<file path="src/rtl/ssdw_pkg.sv">
// Shared types, constants and the segment lookup for the two-wire display writer.
// Used by ssdw_seg_encode, ssdw_sequencer and the top level; depends on nothing.
package ssdw_pkg;

    // Number of digit fields carried in one input transaction.
    localparam int INPUT_DIGITS      = 4;
    localparam int DIGIT_W           = 5;
    localparam int DIGIT_COUNT_DEF   = 4;
    localparam int BRIGHT_W          = 3;
    localparam logic [2:0] BRIGHT_RESET = 3'd2;

    // Command bytes of the three framed transactions.
    localparam logic [7:0] CMD_DATA  = 8'h40;
    localparam logic [7:0] CMD_ADDR  = 8'hC0;
    localparam logic [7:0] CMD_DISP  = 8'h88;
    localparam logic [7:0] DOT_MASK  = 8'h80;
    localparam logic [7:0] SEG_BLANK = 8'h00;

    // Request kinds carried in tuser.
    localparam logic REQ_SHOW = 1'b0;
    localparam logic REQ_TICK = 1'b1;

    // Pin sequencer steps.
    typedef enum logic [4:0] {
        ST_IDLE        = 5'd0,
        ST_START_DIO   = 5'd1,
        ST_START_CLK   = 5'd2,
        ST_BIT_CLK_LO  = 5'd3,
        ST_BIT_DATA    = 5'd4,
        ST_BIT_CLK_HI  = 5'd5,
        ST_ACK_CLK_LO  = 5'd6,
        ST_ACK_DIO_HI  = 5'd7,
        ST_ACK_CLK_HI  = 5'd8,
        ST_RELEASE     = 5'd9,
        ST_POLL        = 5'd10,
        ST_WAIT        = 5'd11,
        ST_PULSE_END   = 5'd12,
        ST_STOP_CLK_LO = 5'd13,
        ST_STOP_DIO_LO = 5'd14,
        ST_STOP_CLK_HI = 5'd15,
        ST_STOP_DIO_HI = 5'd16
    } step_t;

    // One registered input transaction.
    typedef struct packed {
        logic                                  req_type;
        logic [INPUT_DIGITS-1:0][DIGIT_W-1:0]  digits;
        logic                                  show_dots;
        logic                                  dio_sample;
    } item_t;

    // Pin state and status after one transaction.
    typedef struct packed {
        logic clk_level;
        logic dio_level;
        logic dio_drive;
        logic busy_res;
        logic done_res;
    } pins_t;

    // Seven-segment pattern of a hex digit; codes above 15 are blank.
    function automatic logic [7:0] seg_of(input logic [DIGIT_W-1:0] d);
        logic [7:0] s;
        case (d)
            5'd0:    s = 8'h3f;
            5'd1:    s = 8'h06;
            5'd2:    s = 8'h5b;
            5'd3:    s = 8'h4f;
            5'd4:    s = 8'h66;
            5'd5:    s = 8'h6d;
            5'd6:    s = 8'h7d;
            5'd7:    s = 8'h07;
            5'd8:    s = 8'h7f;
            5'd9:    s = 8'h6f;
            5'd10:   s = 8'h77;
            5'd11:   s = 8'h7c;
            5'd12:   s = 8'h39;
            5'd13:   s = 8'h5e;
            5'd14:   s = 8'h79;
            5'd15:   s = 8'h71;
            default: s = SEG_BLANK;
        endcase
        return s;
    endfunction

endpackage

</file>
<file path="src/rtl/ssdw_seg_encode.sv">
// Turns the hex digits and dot flag of a show request into segment bytes.
// Depends on ssdw_pkg for the lookup function and field widths.
module ssdw_seg_encode #(
    parameter int DIGIT_COUNT = ssdw_pkg::DIGIT_COUNT_DEF
) (
    input  logic [ssdw_pkg::INPUT_DIGITS-1:0][ssdw_pkg::DIGIT_W-1:0] digits,
    input  logic                                                   show_dots,
    output logic [DIGIT_COUNT-1:0][7:0]                            segments
);
    import ssdw_pkg::*;

    // Each position looks up its own digit; positions past the input fields are blank.
    always_comb
    begin
        for (int i = 0; i < DIGIT_COUNT; i++)
        begin
            if (i < INPUT_DIGITS)
                segments[i] = seg_of(digits[(i < INPUT_DIGITS) ? i : 0]);
            else
                segments[i] = SEG_BLANK;
            if (i == 1 && show_dots)
                segments[i] = segments[i] | DOT_MASK;
        end
    end

endmodule

</file>
<file path="src/rtl/ssdw_sequencer.sv">
// Pin sequencer: holds the waveform state and the latched segment bytes and
// works out the pin levels after each transaction. Depends on ssdw_pkg.
module ssdw_sequencer #(
    parameter int DIGIT_COUNT = ssdw_pkg::DIGIT_COUNT_DEF
) (
    input  logic                                clk,
    input  logic                                rst_n,
    input  logic                                step_en,
    input  ssdw_pkg::item_t                     item,
    input  logic [DIGIT_COUNT-1:0][7:0]         segments,
    input  logic [ssdw_pkg::BRIGHT_W-1:0]       brightness,
    output ssdw_pkg::pins_t                     pins
);
    import ssdw_pkg::*;

    localparam int SEL_W = (DIGIT_COUNT > 1) ? $clog2(DIGIT_COUNT) : 1;
    localparam logic [3:0] LAST_SEG_IDX = 4'(DIGIT_COUNT + 1);
    localparam logic [3:0] BRIGHT_IDX   = 4'(DIGIT_COUNT + 2);

    step_t       step_reg, step_next;
    logic [3:0]  frame_reg, frame_next;
    logic [7:0]  shift_reg, shift_next;
    logic [2:0]  count_reg, count_next;
    logic        clk_reg, clk_next;
    logic        dio_reg, dio_next;
    logic        drive_reg, drive_next;
    logic        busy_reg, busy_next;
    logic        seg_we;
    logic        done;
    logic [DIGIT_COUNT-1:0][7:0] seg_reg;

    logic [3:0]       frame_inc;
    logic [SEL_W-1:0] seg_sel;
    logic [7:0]       byte_next;
    logic [2:0]       count_inc;
    logic             ack_to_stop;

    // Byte that follows the current frame.
    always_comb
    begin
        frame_inc = frame_reg + 4'd1;
        seg_sel   = SEL_W'(frame_inc - 4'd2);
        if (frame_inc == 4'd0)
            byte_next = CMD_DATA;
        else if (frame_inc == 4'd1)
            byte_next = CMD_ADDR;
        else if (frame_inc <= LAST_SEG_IDX)
            byte_next = seg_reg[seg_sel];
        else
            byte_next = CMD_DISP | {5'd0, brightness};
        count_inc   = count_reg + 3'd1;
        ack_to_stop = (frame_reg == 4'd0) || (frame_reg >= LAST_SEG_IDX);
    end

    // Next state and pin levels.
    always_comb
    begin
        step_next  = step_reg;
        frame_next = frame_reg;
        shift_next = shift_reg;
        count_next = count_reg;
        clk_next   = clk_reg;
        dio_next   = dio_reg;
        drive_next = drive_reg;
        busy_next  = busy_reg;
        seg_we     = 1'b0;
        done       = 1'b0;
        if (step_en)
        begin
            if (item.req_type == REQ_SHOW)
            begin
                if (!busy_reg)
                begin
                    seg_we     = 1'b1;
                    frame_next = 4'd0;
                    shift_next = CMD_DATA;
                    count_next = 3'd0;
                    step_next  = ST_START_DIO;
                    busy_next  = 1'b1;
                end
            end
            else
            begin
                case (step_reg)
                    ST_IDLE: ;
                    ST_START_DIO:
                    begin
                        dio_next  = 1'b0;
                        step_next = ST_START_CLK;
                    end
                    ST_START_CLK:
                    begin
                        clk_next  = 1'b0;
                        step_next = ST_BIT_CLK_LO;
                    end
                    ST_BIT_CLK_LO:
                    begin
                        clk_next  = 1'b0;
                        step_next = ST_BIT_DATA;
                    end
                    ST_BIT_DATA:
                    begin
                        dio_next  = shift_reg[0];
                        step_next = ST_BIT_CLK_HI;
                    end
                    ST_BIT_CLK_HI:
                    begin
                        clk_next   = 1'b1;
                        shift_next = {1'b0, shift_reg[7:1]};
                        count_next = count_inc;
                        step_next  = (count_inc == 3'd0) ? ST_ACK_CLK_LO : ST_BIT_CLK_LO;
                    end
                    ST_ACK_CLK_LO:
                    begin
                        clk_next  = 1'b0;
                        step_next = ST_ACK_DIO_HI;
                    end
                    ST_ACK_DIO_HI:
                    begin
                        dio_next  = 1'b1;
                        step_next = ST_ACK_CLK_HI;
                    end
                    ST_ACK_CLK_HI:
                    begin
                        clk_next  = 1'b1;
                        step_next = ST_RELEASE;
                    end
                    ST_RELEASE:
                    begin
                        drive_next = 1'b0;
                        step_next  = ST_POLL;
                    end
                    ST_POLL, ST_WAIT:
                    begin
                        if (item.dio_sample && step_reg == ST_POLL)
                            step_next = ST_WAIT;
                        else if (item.dio_sample)
                        begin
                            // Line still high: drive a one-tick low pulse.
                            drive_next = 1'b1;
                            dio_next   = 1'b0;
                            step_next  = ST_PULSE_END;
                        end
                        else
                        begin
                            // Acknowledge seen: drive again and move on.
                            drive_next = 1'b1;
                            if (ack_to_stop)
                                step_next = ST_STOP_CLK_LO;
                            else
                            begin
                                frame_next = frame_inc;
                                shift_next = byte_next;
                                count_next = 3'd0;
                                step_next  = ST_BIT_CLK_LO;
                            end
                        end
                    end
                    ST_PULSE_END:
                    begin
                        drive_next = 1'b0;
                        step_next  = ST_POLL;
                    end
                    ST_STOP_CLK_LO:
                    begin
                        clk_next  = 1'b0;
                        step_next = ST_STOP_DIO_LO;
                    end
                    ST_STOP_DIO_LO:
                    begin
                        dio_next  = 1'b0;
                        step_next = ST_STOP_CLK_HI;
                    end
                    ST_STOP_CLK_HI:
                    begin
                        clk_next  = 1'b1;
                        step_next = ST_STOP_DIO_HI;
                    end
                    ST_STOP_DIO_HI:
                    begin
                        dio_next = 1'b1;
                        if (frame_reg >= BRIGHT_IDX)
                        begin
                            step_next = ST_IDLE;
                            busy_next = 1'b0;
                            done      = 1'b1;
                        end
                        else
                        begin
                            frame_next = frame_inc;
                            shift_next = byte_next;
                            count_next = 3'd0;
                            step_next  = ST_START_DIO;
                        end
                    end
                    default:
                    begin
                        step_next = ST_IDLE;
                        busy_next = 1'b0;
                    end
                endcase
            end
        end
    end

    // Control state registers.
    always_ff @(posedge clk or negedge rst_n)
    begin
        if (!rst_n)
        begin
            step_reg  <= ST_IDLE;
            frame_reg <= 4'd0;
            shift_reg <= 8'd0;
            count_reg <= 3'd0;
            clk_reg   <= 1'b1;
            dio_reg   <= 1'b1;
            drive_reg <= 1'b1;
            busy_reg  <= 1'b0;
        end
        else
        begin
            step_reg  <= step_next;
            frame_reg <= frame_next;
            shift_reg <= shift_next;
            count_reg <= count_next;
            clk_reg   <= clk_next;
            dio_reg   <= dio_next;
            drive_reg <= drive_next;
            busy_reg  <= busy_next;
        end
    end

    // Latched segment bytes, written on an accepted show request.
    always_ff @(posedge clk)
    begin
        if (seg_we)
            seg_reg <= segments;
    end

    assign pins.clk_level = clk_next;
    assign pins.dio_level = dio_next;
    assign pins.dio_drive = drive_next;
    assign pins.busy_res  = busy_next;
    assign pins.done_res  = done;

    // The sequencer is busy exactly when it is away from idle.
    a_busy_matches_step: assert property (@(posedge clk) disable iff (!rst_n)
        busy_reg == (step_reg != ST_IDLE))
        else $error("busy flag disagrees with sequencer step");

    // The data line is released only while polling for the acknowledge.
    a_release_only_poll: assert property (@(posedge clk) disable iff (!rst_n)
        !drive_reg |-> (step_reg == ST_POLL || step_reg == ST_WAIT))
        else $error("data line released outside the acknowledge poll");

    // A completed sequence leaves the sequencer idle.
    a_done_to_idle: assert property (@(posedge clk) disable iff (!rst_n)
        done |=> (step_reg == ST_IDLE && !busy_reg))
        else $error("sequencer not idle after done");

endmodule

</file>
<file path="src/rtl/seven_segment_two_wire_display_writer.sv">
// Two-wire segment display writer. A result is offered once its input transaction has
// passed the input register and then the result register; it is held there until taken.
// Throughput: one transaction per cycle when m_tready does not stall; the single-step pin
// sequencer sets this. While a result waits on m_tready, the empty input register can
// still take one new transaction. Reset (rst_n, asynchronous, active low): sequencer
// idle, lines high and driven, brightness 2. Depends on ssdw_pkg and submodules.
module seven_segment_two_wire_display_writer #(
    parameter int DIGIT_COUNT = ssdw_pkg::DIGIT_COUNT_DEF
) (
    input  logic                           clk,
    input  logic                           rst_n,
    input  logic                           s_tvalid,
    output logic                           s_tready,
    // digit_zero[4:0], digit_one[9:5], digit_two[14:10], digit_three[19:15],
    // show_dots[20], dio_sample[21], zero pad[23:22]
    input  logic [23:0]                    s_tdata,
    // req_type[0]
    input  logic                           s_tuser,
    output logic                           m_tvalid,
    input  logic                           m_tready,
    // clk_level[0], dio_level[1], dio_drive[2], busy_res[3], done_res[4], zero pad[7:5]
    output logic [7:0]                     m_tdata,
    input  logic                           cfg_valid,
    output logic                           cfg_ready,
    input  logic [ssdw_pkg::BRIGHT_W-1:0]  cfg_data
);
    import ssdw_pkg::*;

    logic                        in_valid_reg, in_valid_next;
    item_t                       item_reg;
    logic                        out_valid_reg, out_valid_next;
    pins_t                       out_reg;
    logic [BRIGHT_W-1:0]         bright_reg;
    logic                        accept;
    logic                        advance;
    logic [DIGIT_COUNT-1:0][7:0] segments;
    pins_t                       pins;

    // Handshake: the registered item moves on when the result register is free.
    always_comb
    begin
        advance        = in_valid_reg && (!out_valid_reg || m_tready);
        s_tready       = !in_valid_reg || advance;
        accept         = s_tvalid && s_tready;
        in_valid_next  = accept ? 1'b1 : (advance ? 1'b0 : in_valid_reg);
        out_valid_next = advance ? 1'b1 : (m_tready ? 1'b0 : out_valid_reg);
    end

    // Valid flags and the brightness register.
    always_ff @(posedge clk or negedge rst_n)
    begin
        if (!rst_n)
        begin
            in_valid_reg  <= 1'b0;
            out_valid_reg <= 1'b0;
            bright_reg    <= BRIGHT_RESET;
        end
        else
        begin
            in_valid_reg  <= in_valid_next;
            out_valid_reg <= out_valid_next;
            if (cfg_valid)
                bright_reg <= cfg_data;
        end
    end

    // Payload registers on both sides.
    always_ff @(posedge clk)
    begin
        if (accept)
        begin
            item_reg.req_type   <= s_tuser;
            item_reg.digits[0]  <= s_tdata[4:0];
            item_reg.digits[1]  <= s_tdata[9:5];
            item_reg.digits[2]  <= s_tdata[14:10];
            item_reg.digits[3]  <= s_tdata[19:15];
            item_reg.show_dots  <= s_tdata[20];
            item_reg.dio_sample <= s_tdata[21];
        end
        if (advance)
            out_reg <= pins;
    end

    ssdw_seg_encode #(
        .DIGIT_COUNT (DIGIT_COUNT)
    ) u_seg_encode (
        .digits    (item_reg.digits),
        .show_dots (item_reg.show_dots),
        .segments  (segments)
    );

    ssdw_sequencer #(
        .DIGIT_COUNT (DIGIT_COUNT)
    ) u_sequencer (
        .clk        (clk),
        .rst_n      (rst_n),
        .step_en    (advance),
        .item       (item_reg),
        .segments   (segments),
        .brightness (bright_reg),
        .pins       (pins)
    );

    assign cfg_ready = 1'b1;
    assign m_tvalid  = out_valid_reg;
    assign m_tdata   = {3'b000, out_reg.done_res, out_reg.busy_res, out_reg.dio_drive,
                        out_reg.dio_level, out_reg.clk_level};

    // Input side stalls only behind a held item and a waiting, untaken result.
    a_stall_cause: assert property (@(posedge clk) disable iff (!rst_n)
        !s_tready |-> (in_valid_reg && out_valid_reg && !m_tready))
        else $error("input stalled without a blocked result");

    // A done result never reports a sequence still in progress.
    a_done_not_busy: assert property (@(posedge clk) disable iff (!rst_n)
        (out_valid_reg && out_reg.done_res) |-> !out_reg.busy_res)
        else $error("done reported while busy");

endmodule

</file>
<file path="config.mk">
export PLATFORM = sky130hd
export DESIGN_NAME = seven_segment_two_wire_display_writer
export DESIGN_NICKNAME = d
export VERILOG_FILES = /design/src/rtl/ssdw_pkg.sv /design/src/rtl/ssdw_seg_encode.sv /design/src/rtl/ssdw_sequencer.sv /design/src/rtl/seven_segment_two_wire_display_writer.sv
export SDC_FILE = /design/constraint.sdc
export NUM_CORES = 1
export LEC_CHECK = 0
export ABC_AREA = 1
export ABC_CLOCK_PERIOD_IN_PS = 4500
export BUFFER_PORTS_ARGS = -buffer_cell sky130_fd_sc_hd__buf_4
export CAP_MARGIN = 20
export CELL_PAD_IN_SITES_DETAIL_PLACEMENT = 0
export CELL_PAD_IN_SITES_GLOBAL_PLACEMENT = 2
export CORE_MARGIN = 5
export CORE_UTILIZATION = 37
export CTS_BUF_LIST = sky130_fd_sc_hd__clkbuf_16
export DETAILED_ROUTE_END_ITERATION = 10
export PLACE_DENSITY_LB_ADDON = 0.1
export SYNTH_ARGS = -nofsm -noshare
export SYNTH_HDL_FRONTEND = slang
export SYNTH_HIERARCHICAL = 1
export SYNTH_SLANG_ARGS = --single-unit
</file>
<file path="constraint.sdc">
create_clock -name clk -period 4.5 [get_ports clk]
set_clock_uncertainty 0.1 [all_clocks]
set_input_delay 0.225 -clock clk [delete_from_list [all_inputs] [get_ports clk]]
set_output_delay 0.225 -clock clk [all_outputs]
set_load 0.01 [all_outputs]
</file>
### After elaboration in Yosys (flattened, before gate mapping)

Memories as Yosys holds them, arrays and structs flattened. A register that Yosys moved wholly into a read port is not among the register bits.
Index checks and enable logic that the tools add are counted.

| word-level totals | value |
|---|---|
| flip-flop bits (word level) | 89 |
| ROM bits | 448 |
| bits of input ports | 33 |
| output and inout port bits | 11 |
| logic and storage cells | 149 |
| memories kept | 4 |

Memories:

| name | words | width | read ports | clocked after memory_dff | write ports | RTL line | RTL |
|---|---|---|---|---|---|---|---|
| (no name shown) | 16 | 7 | 1 | 1 | 0 | ssdw_pkg.sv:64 | `case (d)` |
| (no name shown) | 16 | 7 | 1 | 1 | 0 | ssdw_pkg.sv:64 |  |
| (no name shown) | 16 | 7 | 1 | 1 | 0 | ssdw_pkg.sv:64 |  |
| (no name shown) | 16 | 7 | 1 | 1 | 0 | ssdw_pkg.sv:64 |  |

| operators by class | value |
|---|---|
| $add $sub $neg | 3 |
| $lt $le $gt $ge | 4 |
| equality and inequality tests | 25 |
| mux-type cells | 60 |
| reduce and logical (&&, ||, !) cells | 25 |

Operator list:

| operator | count |
|---|---|
| 2-to-1 mux 8 bit | 11 |
| one-hot mux 5 bit (15 select lines) | 1 |
| equality test 5 x 4 -> 1 bit (second input constant) | 8 |
| 2-to-1 mux 4 bit | 8 |
| one-hot mux 8 bit (3 select lines) | 1 |
| 2-to-1 mux 1 bit | 21 |
| 2-to-1 mux 3 bit | 7 |
| equality test 5 x 3 -> 1 bit (second input constant) | 4 |
| 2-to-1 mux 5 bit | 4 |
| binary-select mux 8 bit (select 2 bit) | 1 |
| OR reduction 16 bit | 1 |
| AND reduction 7 bit | 2 |
| inequality test 3 bit (second input constant) | 4 |
| equality test 5 x 2 -> 1 bit (second input constant) | 2 |
| one-hot mux 3 bit (3 select lines) | 1 |
| >= comparator 4 x 3 -> 1 bit (second input constant) | 2 |
| logical NOT 4 bit | 2 |
| one-hot mux 4 bit (2 select lines) | 1 |
| OR reduction 2 bit | 4 |
| one-hot mux 1 bit (2 select lines) | 3 |
| equality test 5 x 1 -> 1 bit (second input constant) | 1 |
| equality test 5 bit (second input constant) | 1 |
| logical NOT 5 bit | 1 |
| adder 4 x 1 -> 4 bit (second input constant) | 1 |
| other kinds (18) | 25 |

### Depth between registers and ports, before layout

| logic depth | value |
|---|---|
| depth in word-level cells | 12 |
| gate-level depth with buffers | 14 |
| gate-level depth less buffers | 13 |

### By module

Netlist, hierarchy kept.

By module, submodules not included:

| module | instances | cells an instance | area an instance (sq um) | sequential area each (sq um) |
|---|---|---|---|---|
| ssdw_sequencer | 1 | 392 | 3,176.8 | 1,565.3 |
| ssdw_seg_encode | 1 | 209 | 1,179.9 | 0.0 |
| seven_segment_two_wire_display_writer | 1 | 58 | 1,087.3 | 967.2 |

### Worst setup path before layout

OpenSTA, ideal clock, no wires.

| timing path | value |
|---|---|
| path kind | register to register |
| start point | register out_valid_reg, in the netlist m_tvalid |
| end point | register u_sequencer.step_reg[1] |
| library setup time | 83 ps |
| arrival | 3,997 ps |
| required time | 4,317 ps |
| path slack | 320 ps |
| cell stages (with the launch flop) | 8 |
| buffers on the path | 0 |
| period minus slack after synthesis | 4,180 ps |
| path through | dfrtp_1 -> a21oi_1 -> inv_1 -> nor3_1 -> nor2_1 -> inv_1 -> nand3_1 -> o21ai_0 |

| on the way | value |
|---|---|
| word-level cells in the longest chain between the ends | 4 |

Ends and longest elaborated chain:

| item | RTL line | RTL |
|---|---|---|
| start: declaration | seven_segment_two_wire_display_writer.sv:31 | `logic out_valid_reg, out_valid_next;` |
| start signal: assignment | seven_segment_two_wire_display_writer.sv:61 | `out_valid_reg <= out_valid_next;` |
| logical NOT 1 bit | seven_segment_two_wire_display_writer.sv:42 | `advance = in_valid_reg && (!out_valid_reg \|\| m_tready);` |
| logical OR 1 bit | seven_segment_two_wire_display_writer.sv:42 |  |
| logical AND 1 bit | seven_segment_two_wire_display_writer.sv:42 |  |
| net advance | seven_segment_two_wire_display_writer.sv:35 | `logic advance;` |
| AND reduction 3 bit (no source line) | - |  |
| end signal: assignment | ssdw_sequencer.sv:222 | `step_reg <= step_next;` |
| end: declaration | ssdw_sequencer.sv:20 | `step_t step_reg, step_next;` |

The timed path passes the listed nets, and every way through them passes these cells.
A chain may end at the register's enable or synchronous reset.

### Worst setup path in the final report

| timing path | value |
|---|---|
| start point | register u_sequencer.frame_reg[0] |
| end point | register u_sequencer.shift_reg[0] |

| on the way | value |
|---|---|
| word-level cells in the longest chain between the ends | 12 |
| elaborated cells on any way between the ends | 23 |
| classes of those cells | add/sub (2); order compare (3); eq/ne (3); mux (11); reduce/logical (4) |

Ends and longest elaborated chain:

| item | RTL line | RTL |
|---|---|---|
| start: declaration | ssdw_sequencer.sv:21 | `logic [3:0] frame_reg, frame_next;` |
| start signal: assignment | ssdw_sequencer.sv:223 | `frame_reg <= frame_next;` |
| adder 4 x 1 -> 4 bit | ssdw_sequencer.sv:41 | `frame_inc = frame_reg + 4'd1;` |
| subtractor 2 bit | ssdw_sequencer.sv:42 | `seg_sel = SEL_W'(frame_inc - 4'd2);` |
| binary-select mux 8 bit (select 2 bit) | ssdw_sequencer.sv:48 | `byte_next = seg_reg[seg_sel];` |
| 2-to-1 mux 8 bit (implied by the code) | ssdw_sequencer.sv:48 |  |
| 2-to-1 mux 8 bit | ssdw_sequencer.sv:47 | `else if (frame_inc <= LAST_SEG_IDX)` |
| 2-to-1 mux 8 bit | ssdw_sequencer.sv:45 | `else if (frame_inc == 4'd1)` |
| 2-to-1 mux 8 bit | ssdw_sequencer.sv:43 | `if (frame_inc == 4'd0)` |
| 2-to-1 mux 8 bit | ssdw_sequencer.sv:148 | `if (ack_to_stop)` |
| 2-to-1 mux 8 bit | ssdw_sequencer.sv:137 | `else if (item.dio_sample)` |
| 2-to-1 mux 8 bit | ssdw_sequencer.sv:135 | `if (item.dio_sample && step_reg == ST_POLL)` |
| one-hot mux 8 bit (3 select lines) | ssdw_sequencer.sv:84 | `case (step_reg)` |
| 2-to-1 mux 8 bit | ssdw_sequencer.sv:70 | `if (item.req_type == REQ_SHOW)` |
| end signal: assignment | ssdw_sequencer.sv:224 | `shift_reg <= shift_next;` |
| end: declaration | ssdw_sequencer.sv:22 | `logic [7:0] shift_reg, shift_next;` |

Several ways; a longest one is shown, not always the timed one. The select of a mux whose other input is x is not followed.

==> impl_metrics.tcl <==
set metrics [dict create \
    postRouteAntennaNets 0 \
    critPathMaxFanout 27 \
    ioPinCount 44 \
    hold_class "input port to flop" \
    core_sq_mm 0.01448 \
    synth_top_area_share_pct 33.10 \
    clkTransAtPathRegs_ns 0.06 \
    ys.flop_type "edfxtp_1" \
    crit_type "flop to flop" \
    die-height_um 131.3 \
    slew_headroom_pct 43.45 \
    syn_avg_cell_area_sq_um 8.261 \
    crit_path_frequent_cell "nand2_1" \
    grt_max_degree 34 \
    numCtsBuffers 9 \
    min_period_over_period_pct 68.80 \
    synth_common_cells "nand2_1, nor2_1, inv_1, nand3_1, edfxtp_1" \
    slowest_delay_ns 0.85 \
    grt_usage_pct 13.94 \
    start_util_pct 37.60 \
    fill_cells 1434 \
    yosysWarnings 6 \
    regArea_sq_mm 0.002532 \
    grt_pass1_vias 4003 \
    synthTopCellsByArea "edfxtp_1, nand2_1, dfrtp_1, ha_1, nand3_1" \
    status "finished, final reports clean" \
    wirelength_um 11600 \
    largest_reg_flops 32 \
    diodes 0 \
    drv_slew 0 \
    cp_slowest_cell "dfrtp_1" \
    placed_area_sq_mm 0.005747 \
    hold_start "m_tready" \
    grt_pass1_wl_um 19800 \
    fin_ws_ns 1.404 \
    clock_latency_ns 0.35 \
    post-route-cell-area_sq_mm 0.006407 \
    cts-root-buf "clkbuf_16" \
    dpl_worst_slack_ns 1.348 \
    place_congestion 0.8390 \
    final_core_util_pct 44.25 \
    vias 4127 \
    layout.nets 777 \
    min_period_ns 3.096 \
    hold_viol_final 0 \
    cts_resized 0 \
    cp-end-kind "flop" \
    maxCapViolations 0 \
    portBuffers 37 \
    syn-instance-count 659 \
    antenna_found_initial 0 \
    syn_to_final_growth_pct 17.70 \
    async_reset_ff_share_pct 32.58 \
    synth_cell_types 37 \
    yosysTopAreaCell "edfxtp_1" \
    cp_cell_sequence "inv_1 > ha_1 > clkinv_1 > nor2_1 > o21ai_0 > nand2_1 > nand3_1 > nand2_1 > nand2_1 > nand2_1 > nand2_1 > nand2_1" \
    tritoncts "yes" \
    leakagePower_nw 2.998 \
    drive_above_1_share_pct 14.09 \
    synth.most_common_cell "nand2_1" \
    htree_levels 3 \
    rr_startpoint "u_sequencer/frame_reg[0]$_DFFE_PN0P_" \
    avgRoutedWirePerCell_um 12.88 \
    critPathRequiredTime_ns 4.69 \
    vias_per_cell 4.580 \
    max_freq_mhz 323.0 \
    tightest_slew_ns 0.8482 \
    synth_area_sq_mm 0.005444 \
    p_total_mw 2.404 \
    drtIter0Drc 217 \
    synth_edf_count 60 \
    drc_errors 0 \
    setup_viol 0 \
    drt_pass1_iterations 4 \
    cts_buffer_depth 2 \
    cp-start-kind "flop" \
    setup-tns-final_ns 0 \
    num_rows 44 \
    cp.arrival_ns 3.28 \
    worstSetupStartpoint "u_sequencer/frame_reg[0]$_DFFE_PN0P_" \
    dp_hpwl_um 8291 \
    gr-total-overflow 0 \
    cts.sinks 89 \
    synth-seq-area-share_pct 46.52 \
    fp.dieW_um 131.3 \
    die_area_sq_mm 0.01724 \
    multi_input_area_sq_mm 0.002390 \
    rsz0062_at_grt "no" \
    power_density_mw_per_mm2 375.2 \
    synth_seq_cells 89 \
    ir_drop_uv 238.7 \
]
through the flow:
step	std cells	hold WS, ns
2_1_floorplan	663	-0.1706
3_3_place_gp	855	0.09090
3_5_place_dp	855	0.09631
4_1_cts	900	0.003931
5_1_grt	901	0.04722
6_report	901	0.02140
where the power goes:
group	switching (mW)	internal [mW]	leakage (nW)
logic	0.291	0.188	1.89
clock network	0.327	0.544	0.170
registers	0.0766	0.978	0.935
total	0.694	1.71	3.00
layout by cell type, fill, tap and decap left out, drive strengths merged, types with 2 or more instances in the layout:
cell	count
nand2	191
nor2	82
inv	79
nand3	69
edfxtp	60
o21ai	44
buf	39
ha	32
dlygate4sd3	29
dfrtp	25
a21oi	15
clkbuf	9
nor3	8
conb	7
nand4	5
dfstp	4
clkinv	4
bufinv	3
a31oi	3
nand3b	2
o22ai	2
or2	2
worst paths after layout:
check | to | slack [ns] | cells past startpoint
max | u_sequencer/shift_reg[0]$_DFFE_PN0P_ | 1.40 | 12
min | m_tvalid$_DFFE_PN0P_ | 0.02 | 4
max reg2reg | u_sequencer/shift_reg[0]$_DFFE_PN0P_ | 1.40 | 12
min reg2reg | u_sequencer/seg_reg[15]$_DFFE_PP_ | 0.32 | 0
max in group asynchronous | bright_reg[1]$_DFFE_PN1P_ | 3.71 | 2
min in group asynchronous | u_sequencer/step_reg[3]$_DFFE_PN0P_ | 0.24 | 2
worst max-delay path, delay by kind of cell (launching register included):
kind	cells	cell delay (ns)
AND/OR/NAND/NOR	8	0.61
adder cells (fa/ha/maj)	1	0.61
flip-flops	1	0.85
buffers and inverters	2	0.74
AO/OA/AOI/OAI	1	0.10
routing by layer:
metal	global-route usage, %	vias to the layer above	part of all wire (%)
li1	-	2206	-
met1	17.65	1855	46
met2	23.84	57	49
met3	3.173	9	3.3
met4	4.114	0	1.3
met5	0	-	0
cells by family (layout without fill, tap and decap cells):
logic type / count (synthesis) / in the layout / share of synthesized area [%]
simple gates: 359 / 359 / 28.96
buf+inv: 109 / 163 / 9.952
flops: 89 / 89 / 46.52
compound gates: 66 / 66 / 6.849
fa+ha+maj: 32 / 32 / 7.355
other cells: 3 / 7 / 0.2068
xor+xnor: 1 / 1 / 0.1609
what timing repair did:
action / CTS / global route
hold buffers: 29 / 0
setup buffers: 0 / 0
hold endpoints to repair: 52 / 0
cell type report:
cell class	instances	share of cell area [%]
flip-flops and latches	89	39.52
multi-input cells	465	37.30
repair buffers	68	9.412
inverters	79	4.823
well taps	184	3.593
clock buffers	9	3.515
clock inverters	7	1.836
(Power assumes the default switching activity.)
